==> src/design/dwzn_pkg.sv <==
// Shared constants and types of the decimating window z-score normaliser.
package dwzn_pkg;

    localparam int WIN_LEN   = 256;
    localparam int WIN_AW    = 8;
    localparam int MAX_BATCH = 16;
    localparam int MAX_DEC   = 255;
    localparam int BATCH_SAT = 511;

    typedef enum logic {
        MODE_DIV  = 1'b0,
        MODE_SQRT = 1'b1
    } unit_mode_t;

    typedef struct packed {
        logic       start;
        unit_mode_t mode;
    } unit_req_t;

    typedef struct packed {
        logic busy;
        logic done;
    } unit_stat_t;

endpackage

==> src/design/dwzn_shift_sub.sv <==
// Shared shift-and-subtract unit: restoring division or restoring square root, one bit a cycle.
module dwzn_shift_sub (
    input  logic                   aclk,
    input  logic                   aresetn,
    input  dwzn_pkg::unit_req_t    req,
    input  logic [63:0]            opa,
    input  logic [33:0]            opb,
    output dwzn_pkg::unit_stat_t   stat,
    output logic [63:0]            result
);

    logic                  busy_reg;
    logic                  done_reg;
    dwzn_pkg::unit_mode_t  mode_reg;
    logic [6:0]            step_reg;
    logic [63:0]           src_reg;
    logic [35:0]           rem_reg;
    logic [63:0]           q_reg;
    logic [33:0]           div_reg;

    logic [35:0] rem_sh;
    logic [35:0] trial;
    logic [35:0] diff;
    logic        ge;
    logic        last_step;

    always_comb begin
        if (mode_reg == dwzn_pkg::MODE_SQRT) begin
            rem_sh    = {rem_reg[33:0], src_reg[63:62]};
            trial     = {q_reg[33:0], 2'b01};
            last_step = (step_reg == 7'd31);
        end else begin
            rem_sh    = {rem_reg[34:0], src_reg[63]};
            trial     = {2'b00, div_reg};
            last_step = (step_reg == 7'd63);
        end
        ge   = (rem_sh >= trial);
        diff = rem_sh - trial;
    end

    always_ff @(posedge aclk) begin
        if (!aresetn) begin
            busy_reg <= 1'b0;
            done_reg <= 1'b0;
        end else begin
            done_reg <= 1'b0;
            if (req.start && !busy_reg) begin
                busy_reg <= 1'b1;
                mode_reg <= req.mode;
                step_reg <= 7'd0;
                src_reg  <= opa;
                div_reg  <= opb;
                rem_reg  <= 36'd0;
                q_reg    <= 64'd0;
            end else if (busy_reg) begin
                rem_reg  <= ge ? diff : rem_sh;
                q_reg    <= {q_reg[62:0], ge};
                src_reg  <= (mode_reg == dwzn_pkg::MODE_SQRT) ? {src_reg[61:0], 2'b00}
                                                               : {src_reg[62:0], 1'b0};
                step_reg <= step_reg + 7'd1;
                if (last_step) begin
                    busy_reg <= 1'b0;
                    done_reg <= 1'b1;
                end
            end
        end
    end

    assign stat.busy = busy_reg;
    assign stat.done = done_reg;
    assign result    = q_reg;

endmodule

==> config.mk <==
export PLATFORM = sky130hd
export DESIGN_NAME = dwzn_shift_sub
export DESIGN_NICKNAME = d
export VERILOG_FILES = /design/src/design/dwzn_pkg.sv /design/src/design/dwzn_shift_sub.sv
export SDC_FILE = /design/constraint.sdc
export NUM_CORES = 1
export LEC_CHECK = 0
export BUFFER_PORTS_ARGS = -buffer_cell sky130_fd_sc_hd__buf_2
export CORE_AREA = 2 2 177 222
export CTS_BUF_LIST = sky130_fd_sc_hd__clkbuf_4 sky130_fd_sc_hd__clkbuf_8 sky130_fd_sc_hd__clkbuf_16
export CTS_CLUSTER_SIZE = 12
export DETAILED_ROUTE_END_ITERATION = 10
export DIE_AREA = 0 0 179 224
export PLACE_DENSITY = 0.6
export SLEW_MARGIN = 40
export SYNTH_ARGS = -nofsm -noshare
export SYNTH_HDL_FRONTEND = slang
export SYNTH_SLANG_ARGS = --single-unit
==> constraint.sdc <==
create_clock -name aclk -period 5.2 [get_ports aclk]
set_clock_uncertainty 0.05 [all_clocks]
set_input_delay 0.52 -clock aclk [delete_from_list [all_inputs] [get_ports aclk]]
set_output_delay 0.52 -clock aclk [all_outputs]
set_load 0.02 [all_outputs]
# [Word level (Yosys, flattened, before mapping)]
# Cells that the tools add are included.
[classes] n_eq_ne=2 order_cmp=1 muxes=14 n_reduce_logical=6 add_sub_neg=2 n_bitwise=2
[op_table] operator="$mux W64" n=4
[op_table] operator="$mux W36" n=2
[op_table] operator="$mux W35" n=2
[op_table] operator="$ge A36 B36 Y1" n=1
[op_table] operator="$sub A35 B35 Y35" n=1
[op_table] operator="$add A7 B1 Y7 const B" n=1
[op_table] operator="$eq A7 B5 Y1 const B" n=1
[op_table] operator="$eq A7 B6 Y1 const B" n=1
[op_table] operator="$mux W7" n=1
[op_table] operator="$mux W1" n=5
[op_table] operator="$reduce_and A2 Y1" n=2
[op_table] operator="$reduce_or A3 Y1" n=1
[op_table] operator="$not A1 Y1" n=2
[op_table] operator="$reduce_bool A2 Y1" n=1
[op_table] operator="$logic_and A1 B1 Y1" n=1
[op_table] operator="$logic_not A1 Y1" n=1
[totals] elab_cells=35 register_bits=207 out_inout_bits=66 inputBits=102

# [Longest topological paths before layout]
# Gate-level depths: netlist of run 1.
[logic_depth] word_depth=5 depth_mapped=18

# [Worst setup path before layout of run 1]
# No wires, ideal clock.
[synth_path] kind="input -> register" start="input req[1] in the netlist's numbering" end="register rem_reg[0], enable pin" required_ns=4.605 cell_stages=1 path_slack_ns=0.275 t_arrival_ns=4.330 path_buffers=0 cell_sequence="o21a_1"
[synth_between] elab_chain_len=3
[synth_rtl] item="start: declaration" line_no="dwzn_shift_sub.sv:5" text="input dwzn_pkg::unit_req_t req,"
[synth_rtl] item="$logic_and A1 B1 Y1" line_no="dwzn_shift_sub.sv:47" text="if (req.start && !busy_reg) begin"
[synth_rtl] item="$reduce_bool A2 Y1 (no source line)"
[synth_rtl] item="$reduce_and A2 Y1 (no source line)"
[synth_rtl] item="end signal: assignment" line_no="dwzn_shift_sub.sv:56" text="rem_reg <= ge ? diff : rem_sh;"
[synth_rtl] item="end: declaration" line_no="dwzn_shift_sub.sv:17" text="logic [35:0] rem_reg;"
# No other way between the ends.
# A chain may end at the register's enable or synchronous reset.

# [Worst setup path after layout of run 1]
[layout_path] start="register mode_reg" end="register rem_reg[0], data pin"
[layout_between] elab_chain_len=4 word_cells_on_any_way=6 cone_classes="1 x add/sub; 1 x order compare; 4 x mux"
[layout_rtl] item="start: declaration" line_no="dwzn_shift_sub.sv:14" text="dwzn_pkg::unit_mode_t mode_reg;"
[layout_rtl] item="start signal: assignment" line_no="dwzn_shift_sub.sv:49" text="mode_reg <= req.mode;"
[layout_rtl] item="$mux W36" line_no="dwzn_shift_sub.sv:28" text="if (mode_reg == dwzn_pkg::MODE_SQRT) begin"
[layout_rtl] item="$sub A35 B35 Y35 or $ge A36 B36 Y1 (tied branches)" line_no="dwzn_shift_sub.sv:38, dwzn_shift_sub.sv:37"
[layout_rtl] item="$mux W35 *" line_no="dwzn_shift_sub.sv:56"
[layout_rtl] item="$mux W35 *" line_no="dwzn_shift_sub.sv:55" text="end else if (busy_reg) begin"
# Mark *: on every way between the ends. The rest lies on a longest branch, timed or not. The select of a mux whose other input is x is not followed.

==> impl_metrics.tcl, run 1 <==
set metrics [dict create \
    gp_congestion 0.822 \
    grt_pass1_vias 7805 \
    drc 0 \
    end_kind "flip-flop" \
    status "complete, no violations" \
    synthDistinctLibCells 56 \
    synth_compound_area_share_pct 10.6 \
    max_cap_violations 0 \
    grt_pass1_wl_um 40700 \
    fin_crit_ns 4.17 \
    synth_fa_ha_area_share_pct 4.28 \
    holdPathStages 1 \
    power_density_nw_per_um2 375 \
    cts_buffers 24 \
    syn_avg_cell_area_sq_um 11.8 \
    nets 1242 \
    drv_slew 0 \
    setup_tns_ns 0 \
    ant_nets 0 \
    yosysTopAreaCellShare_pct 54.5 \
    synth.ff_latch_count 207 \
    vias_per_cell 4.78 \
    tightest_slew_ns 0.774 \
    initial_core_util_pct 29.8 \
    syn_area_sq_um 11300 \
    die_area_sq_um 40100 \
    crit_type "flip-flop to flip-flop" \
    post_cts_resized 0 \
    wl_per_cell_um 16.1 \
    dp_hpwl_um 17800 \
    fmax_ghz 0.240 \
    synth_async_sr_flop_share_pct 0 \
    path_max_fanout 72 \
    synth.area.mux_share_pct 13.2 \
    p_leak_uw 0.00529 \
    cts.root.buffer_cell "clkbuf_16" \
    rows 80 \
    io_pins 168 \
    grt_max_degree 124 \
    path_buf_inv 2 \
    r2r_cells 14 \
    rsz0062_at_grt "false" \
    synth_area_leaders "edfxtp_1 55%, mux2i_1 9.7%, ha_1 4.1%" \
    cpMaxStageDelayCell "a211o_1" \
    vdd_drop_max_mv 0.234 \
    finalSetupViolCount 0 \
    htree_levels 1 \
    syn_inst 954 \
    grt_usage_pct 12.7 \
    cp_common_cell "o21ai_1" \
    drt_iter0_markers 428 \
    cp_top_family "compound AO/OA/AOI/OAI gates" \
    ys.flop_type "edfxtp_1" \
    worstPathCellList "buf_12 > mux2i_1 > ha_1 > inv_1 > fa_1 > a21o_1 > and4_1 > o21ai_1 > a21oi_2 > o21ai_1 > a31o_2 > a211o_1 > and2_1 > a211oi_2" \
    synth_edf_count 205 \
    path_clk_slew_ns 0.06 \
    yosys_warnings 0 \
    post_cts.repair.setup_buffers 0 \
    final.setup.worst_slack_ns 1.03 \
    synth-seq-area-share_pct 54.9 \
    slew_headroom_pct 48.4 \
    via_count 7731 \
    critPathLaunchType "flip-flop" \
    hp-class "primary input to flip-flop" \
    wl_um 25900 \
    antenna_found_initial 4 \
    syn_nets 1094 \
    final_hold_viol_count 0 \
    dr.pass1.iters 4 \
    grt_overflow 0 \
    placement.io_buffers 167 \
    cts.sinks 207 \
    arrival_ns 4.37 \
    worst_skew_pair.late_latency_ns 0.54 \
    clockBufferDepth 3 \
    area_delta_synth_final_pct 19.0 \
    chipHeight_um 224 \
    cts_tree "yes" \
    die_w_um 179 \
    required_ns 5.40 \
    synth_top_area_cell "edfxtp_1" \
    holdBufCountCts 0 \
    fin_crit_sh_pct 80.2 \
    pre_cts_slack_ns 1.04 \
    utilization_pct 35.4 \
    path_depth 14 \
    coreArea_sq_um 37900 \
    synth_xor_area_share_pct 2.71 \
    drive_gt1_share_pct 24.5 \
    critPathMaxStageDelay_ns 0.49 \
    synth_top_family_by_area "multiplexers" \
    synthSimpleGateAreaFrac_pct 11.8 \
]
[metal layers]
layer	GRT usage (%)	share of wire [%]	vias up
li1	-	-	3810
met1	16.3	45	3732
met2	21.4	49	151
met3	1.65	3.9	38
met4	5.11	2.4	0
met5	0	0	-
[layout by cell type, fill, tap and decap left out, drive strengths merged, types with 2 or more instances in the layout]
cell / count
nand2: 110
nand3: 14
diode: 4
a21boi: 2
clkinv: 10
nor4: 2
xnor2: 26
nor3: 3
a211oi: 11
o21ai: 88
nor2: 48
or3: 4
nand2b: 6
a311oi: 4
dfxtp: 2
o21bai: 5
and2: 71
o21a: 3
a31oi: 6
mux2: 35
xor2: 9
inv: 9
edfxtp: 205
ha: 37
bufinv: 2
nor2b: 7
clkbuf: 31
and3: 3
mux2i: 110
o31ai: 3
a21oi: 40
nand4: 5
buf: 176
a21o: 17
[cell usage after synthesis (2+ instances only)]
cell	instances
a21boi_0	2
nor2b_1	7
mux2i_1	110
o21a_1	3
nand2b_1	6
dfxtp_1	2
nor3_1	3
inv_1	9
and2_1	71
a21oi_1	39
edfxtp_1	205
o21ai_0	83
clkbuf_2	2
a211oi_1	4
o21bai_1	5
nor4_1	2
clkbuf_1	36
a211oi_2	7
ha_1	37
buf_6	4
xor2_1	9
a21o_1	17
or3_1	4
o21ai_1	5
a31oi_1	6
nand4_1	4
buf_4	3
nand2_1	110
xnor2_1	26
a311oi_2	2
o31ai_2	2
buf_1	8
nor2_1	48
and3_1	3
a311oi_1	2
mux2_2	35
nand3_1	14
[worst paths after layout]
kind	from	endpoint	slack [ns]
max	mode_reg$_DFFE_PP_	rem_reg[0]$_SDFFCE_PP0P_	1.03
min	opb[32]	div_reg[32]$_DFFE_PP_	0.11
max reg2reg	mode_reg$_DFFE_PP_	rem_reg[0]$_SDFFCE_PP0P_	1.03
min reg2reg	result[39]$_SDFFCE_PP0P_	result[40]$_SDFFCE_PP0P_	0.50
[kinds of logic after synthesis]
logic type,after synthesis
AO/OA/AOI/OAI,188
XOR/XNOR,35
adder cells (fa/ha/maj),38
buffers and inverters,63
flip-flops,207
multiplexers,145
AND/OR/NAND/NOR,278
[per-stage QoR]
step / instance area, sq um / hold slack, ns / total power [uW] / std cells
6_report: 13400 / 0.106 / 5030 / 1616
5_1_grt: 13400 / 0.0785 / 5320 / 1616
2_1_floorplan: 11300 / 0.468 / 3100 / 954
3_3_place_gp: 12600 / 0.487 / 3380 / 1567
4_1_cts: 13400 / 0.0674 / 5120 / 1612
3_5_place_dp: 12600 / 0.490 / 3390 / 1568
[where the power goes]
| part | switching (uW) | internal [uW] | total, uW |
|---|---|---|---|
| Clock | 688 | 998 | 1690 |
| Sequential | 71.7 | 2040 | 2110 |
| Combinational | 720 | 520 | 1240 |
[cell type report]
type                       instances  area [sq um]
clock buffer                      31           659
antenna                            4          10.0
inverter                           9          33.8
fill                            3766         24500
timing repair buffer             176           948
tap                              492           616
multi-input combinational        684          4840
sequential                       207          6200
clock inverter                    13           129
(Power assumes the default switching activity.)
==> inputs of run 2 (changes only) <==
--- a/config.mk
+++ b/config.mk
@@ -5,13 +5,14 @@
 export SDC_FILE = /design/constraint.sdc
 export NUM_CORES = 1
 export LEC_CHECK = 0
+export ABC_AREA = 1
 export BUFFER_PORTS_ARGS = -buffer_cell sky130_fd_sc_hd__buf_2
-export CORE_AREA = 2 2 177 222
+export CORE_AREA = 2 2 186 234
 export CTS_BUF_LIST = sky130_fd_sc_hd__clkbuf_4 sky130_fd_sc_hd__clkbuf_8 sky130_fd_sc_hd__clkbuf_16
 export CTS_CLUSTER_SIZE = 12
 export DETAILED_ROUTE_END_ITERATION = 10
-export DIE_AREA = 0 0 179 224
-export PLACE_DENSITY = 0.6
+export DIE_AREA = 0 0 188 236
+export PLACE_DENSITY = 0.59
 export SLEW_MARGIN = 40
 export SYNTH_ARGS = -nofsm -noshare
 export SYNTH_HDL_FRONTEND = slang
==> constraint.sdc (replaced) <==
create_clock -name aclk -period 3.66 [get_ports aclk]
set_clock_uncertainty 0.05 [all_clocks]
set_input_delay 0.366 -clock aclk [delete_from_list [all_inputs] [get_ports aclk]]
set_output_delay 0.366 -clock aclk [all_outputs]
set_load 0.02 [all_outputs]
==> run 2 against run 1 <==
  * Combinational power up 36%
  * Sequential share of layout area down 5.2 points
  * Sequential cell count unchanged
  * Register-to-register slack worse by 0.71 ns
  * Maximum frequency up 25%
  * Final area up 13%
  * Setup slack worse by 0.71 ns
  * Die area up 11%
  * Worst hold slack worse by 0.049 ns
  * Global-route usage up 2.2 points
  * Non-clock buffer count up 47
  * Critical endpoint is now rem_reg[34]$_SDFFCE_PP0P_
==> impl_metrics.tcl, run 2 <==
set metrics [dict create \
    yosysTopAreaCellShare_pct 49.2 \
    synth-seq-area-share_pct 49.5 \
    r2r_slack_ns 0.32 \
    syn_area_sq_um 12500 \
    syn_inst 1589 \
    r2r_cells 19 \
    fin_crit_sh_pct 91.3 \
    coreArea_sq_um 42400 \
    syn_avg_cell_area_sq_um 7.87 \
    rows 85 \
    hp-class "primary input to flip-flop" \
    power_uw 7060 \
    antenna_found_initial 3 \
    fmax_ghz 0.299 \
    die_area_sq_um 44400 \
    critPathLaunchType "flip-flop" \
    synth_top_family_by_area "simple AND/OR/NAND/NOR gates" \
    min_to "src_reg[1]$_DFFE_PP_" \
    max_cap_violations 0 \
    holdCritStartpoint "opa[1]" \
    nets 1913 \
    dr.pass1.iters 5 \
    yosysMostFrequentCell "nand2_1" \
    cts_buffers 24 \
    gp_congestion 0.914 \
    initial_core_util_pct 29.5 \
    area_delta_synth_final_pct 21.0 \
    clockBufferDepth 3 \
    synth_async_sr_flop_share_pct 0 \
    synth.area.mux_share_pct 0 \
    placement.io_buffers 167 \
    cts_tree "yes" \
    grt_pass1_wl_um 53700 \
    cts.root.buffer_cell "clkbuf_16" \
    grt_usage_pct 14.9 \
    syn_nets 1729 \
    arrival_ns 3.59 \
    yosys_warnings 0 \
    wl_per_cell_um 14.3 \
    fin_crit_ns 3.34 \
    vias_per_cell 4.51 \
    holdPathStages 3 \
    hold_slack_ns 0.0572 \
    synth_edf_count 205 \
    grt_max_degree 125 \
    required_ns 3.91 \
    drt_iter0_markers 541 \
    synth_fa_ha_area_share_pct 3.86 \
    layout_common_cells "432 x nand2_1, 242 x inv_1, 228 x nor2_1" \
    synth.ff_latch_count 207 \
    path_max_fanout 28 \
    finalSetupViolCount 0 \
    synth_area_leaders "edfxtp_1 49%, nand2_1 13%, inv_1 7.3%" \
    final_hold_viol_count 0 \
    layout_commonest_cell "nand2_1" \
    p_leak_uw 0.00704 \
    via_count 10600 \
    synth_compound_area_share_pct 9.53 \
    synthSimpleGateAreaFrac_pct 25.9 \
    end_kind "flip-flop" \
    wl_um 33700 \
    vdd_drop_max_mv 0.319 \
    r2r-end "rem_reg[34]$_SDFFCE_PP0P_" \
    power_density_nw_per_um2 466 \
    synthDistinctLibCells 35 \
    r2r-start "mode_reg$_DFFE_PP_" \
    crit_type "flip-flop to flip-flop" \
    chipHeight_um 236 \
    drv_slew 0 \
    synth_xor_area_share_pct 1.19 \
    path_clk_slew_ns 0.06 \
    synth_top_area_cell "edfxtp_1" \
    drive_gt1_share_pct 16.1 \
    tightest_slew_ns 0.805 \
    ys.flop_type "edfxtp_1" \
    status "complete, no violations" \
    grt_pass1_vias 10300 \
    cts.sinks 207 \
    slew_headroom_pct 46.3 \
    grt_overflow 0 \
    dp_hpwl_um 23600 \
    drc 0 \
    ant_nets 0 \
    synth_commonest_cells "432 x nand2_1, 244 x inv_1, 232 x nor2_1" \
    htree_levels 1 \
    worst_skew_pair.late_latency_ns 0.54 \
    die_w_um 188 \
    io_pins 168 \
]
## run 2: changes by cell type in the layout (fill, tap and decap cells not counted), moves of 67 or more
cell	change
nor2_1	+180
and2_1	-67
nand2_1	+322
a21oi_1	+112
inv_1	+233
mux2i_1	-110
## run 2: where the power goes
| part | total [uW] | leakage, uW | switching, uW | internal (uW) |
|---|---|---|---|---|
| Sequential | 2940 | 0.00198 | 82.6 | 2860 |
| Clock | 2430 | 0.000395 | 1010 | 1420 |
| Combinational | 1690 | 0.00467 | 1090 | 592 |
## run 2: worst max-delay path, stage by stage, from the launching register on
cell,delay [ns]
edfxtp_1,0.48
inv_4,0.18
or2_2,0.30
o21ai_0,0.11
ha_1,0.18
inv_1,0.07
fa_1,0.39
nand3_1,0.10
nand3_1,0.15
nand3_1,0.16
nand3b_4,0.10
nand2_1,0.11
nand2_2,0.07
nand2_2,0.09
nand2_2,0.11
buf_12,0.18
nand2_1,0.10
nand2_1,0.06
nand2_1,0.05
inv_1,0.04
## run 2: timing repair
| action | 4_1_cts | 5_1_grt |
|---|---|---|
| setup buffers | 0 | 2 |
| hold endpoints to repair | 35 | 0 |
| setup endpoints to repair | 0 | 32 |
| resized for setup | 0 | 7 |
| hold buffers | 35 | 0 |
## run 2: area by class of cell
type	instances	area [sq um]
Tap cell	565	707
Multi-Input combinational cell	1071	5090
Sequential cell	207	6200
Timing Repair Buffer	223	1440
Clock buffer	38	718
Inverter	246	928
Antenna cell	3	7.51
Fill cell	4509	27300
Clock inverter	6	62.6
## run 2: worst max-delay path by stage
stage / from / endpoint / slack (ns) / cells past startpoint
after floorplan: aresetn / rem_reg[0]$_SDFFCE_PP0P_ / 0.23 / 2
after global placement: mode_reg$_DFFE_PP_ / rem_reg[33]$_SDFFCE_PP0P_ / 0.32 / 19
after detailed placement: mode_reg$_DFFE_PP_ / rem_reg[20]$_SDFFCE_PP0P_ / 0.21 / 17
after CTS: mode_reg$_DFFE_PP_ / rem_reg[4]$_SDFFCE_PP0P_ / 0.17 / 17
after global routing: mode_reg$_DFFE_PP_ / rem_reg[34]$_SDFFCE_PP0P_ / -0.002 / 19
final: mode_reg$_DFFE_PP_ / rem_reg[34]$_SDFFCE_PP0P_ / 0.32 / 19
## run 2: layer usage
layer	share of wire (%)	up-vias	track usage, %
li1	-	5439	-
met1	43	4916	18.4
met2	50	228	26.3
met3	4.0	62	1.95
met4	3.6	0	5.89
met5	0	-	0
## run 2: through the flow
stage          worst slack [ns]  utilization (%)  setup TNS (ns)  area (sq um)  std cells
6_report                  0.320             35.7               0         15100       2359
5_1_grt                -0.00186             35.7        -0.00186         15100       2359
4_1_cts                   0.166             35.6               0         15100       2353
3_5_place_dp              0.205             32.9               0         14000       2274
3_3_place_gp              0.315             32.8               0         13900       2273
2_1_floorplan             0.230                -               0         12500       1589
## run 2: kinds of logic after synthesis
logic type               after synthesis
buffers and inverters                311
AND/OR/NAND/NOR                      782
AO/OA/AOI/OAI                        234
adder cells (fa/ha/maj)               38
flip-flops                           207
XOR/XNOR                              17
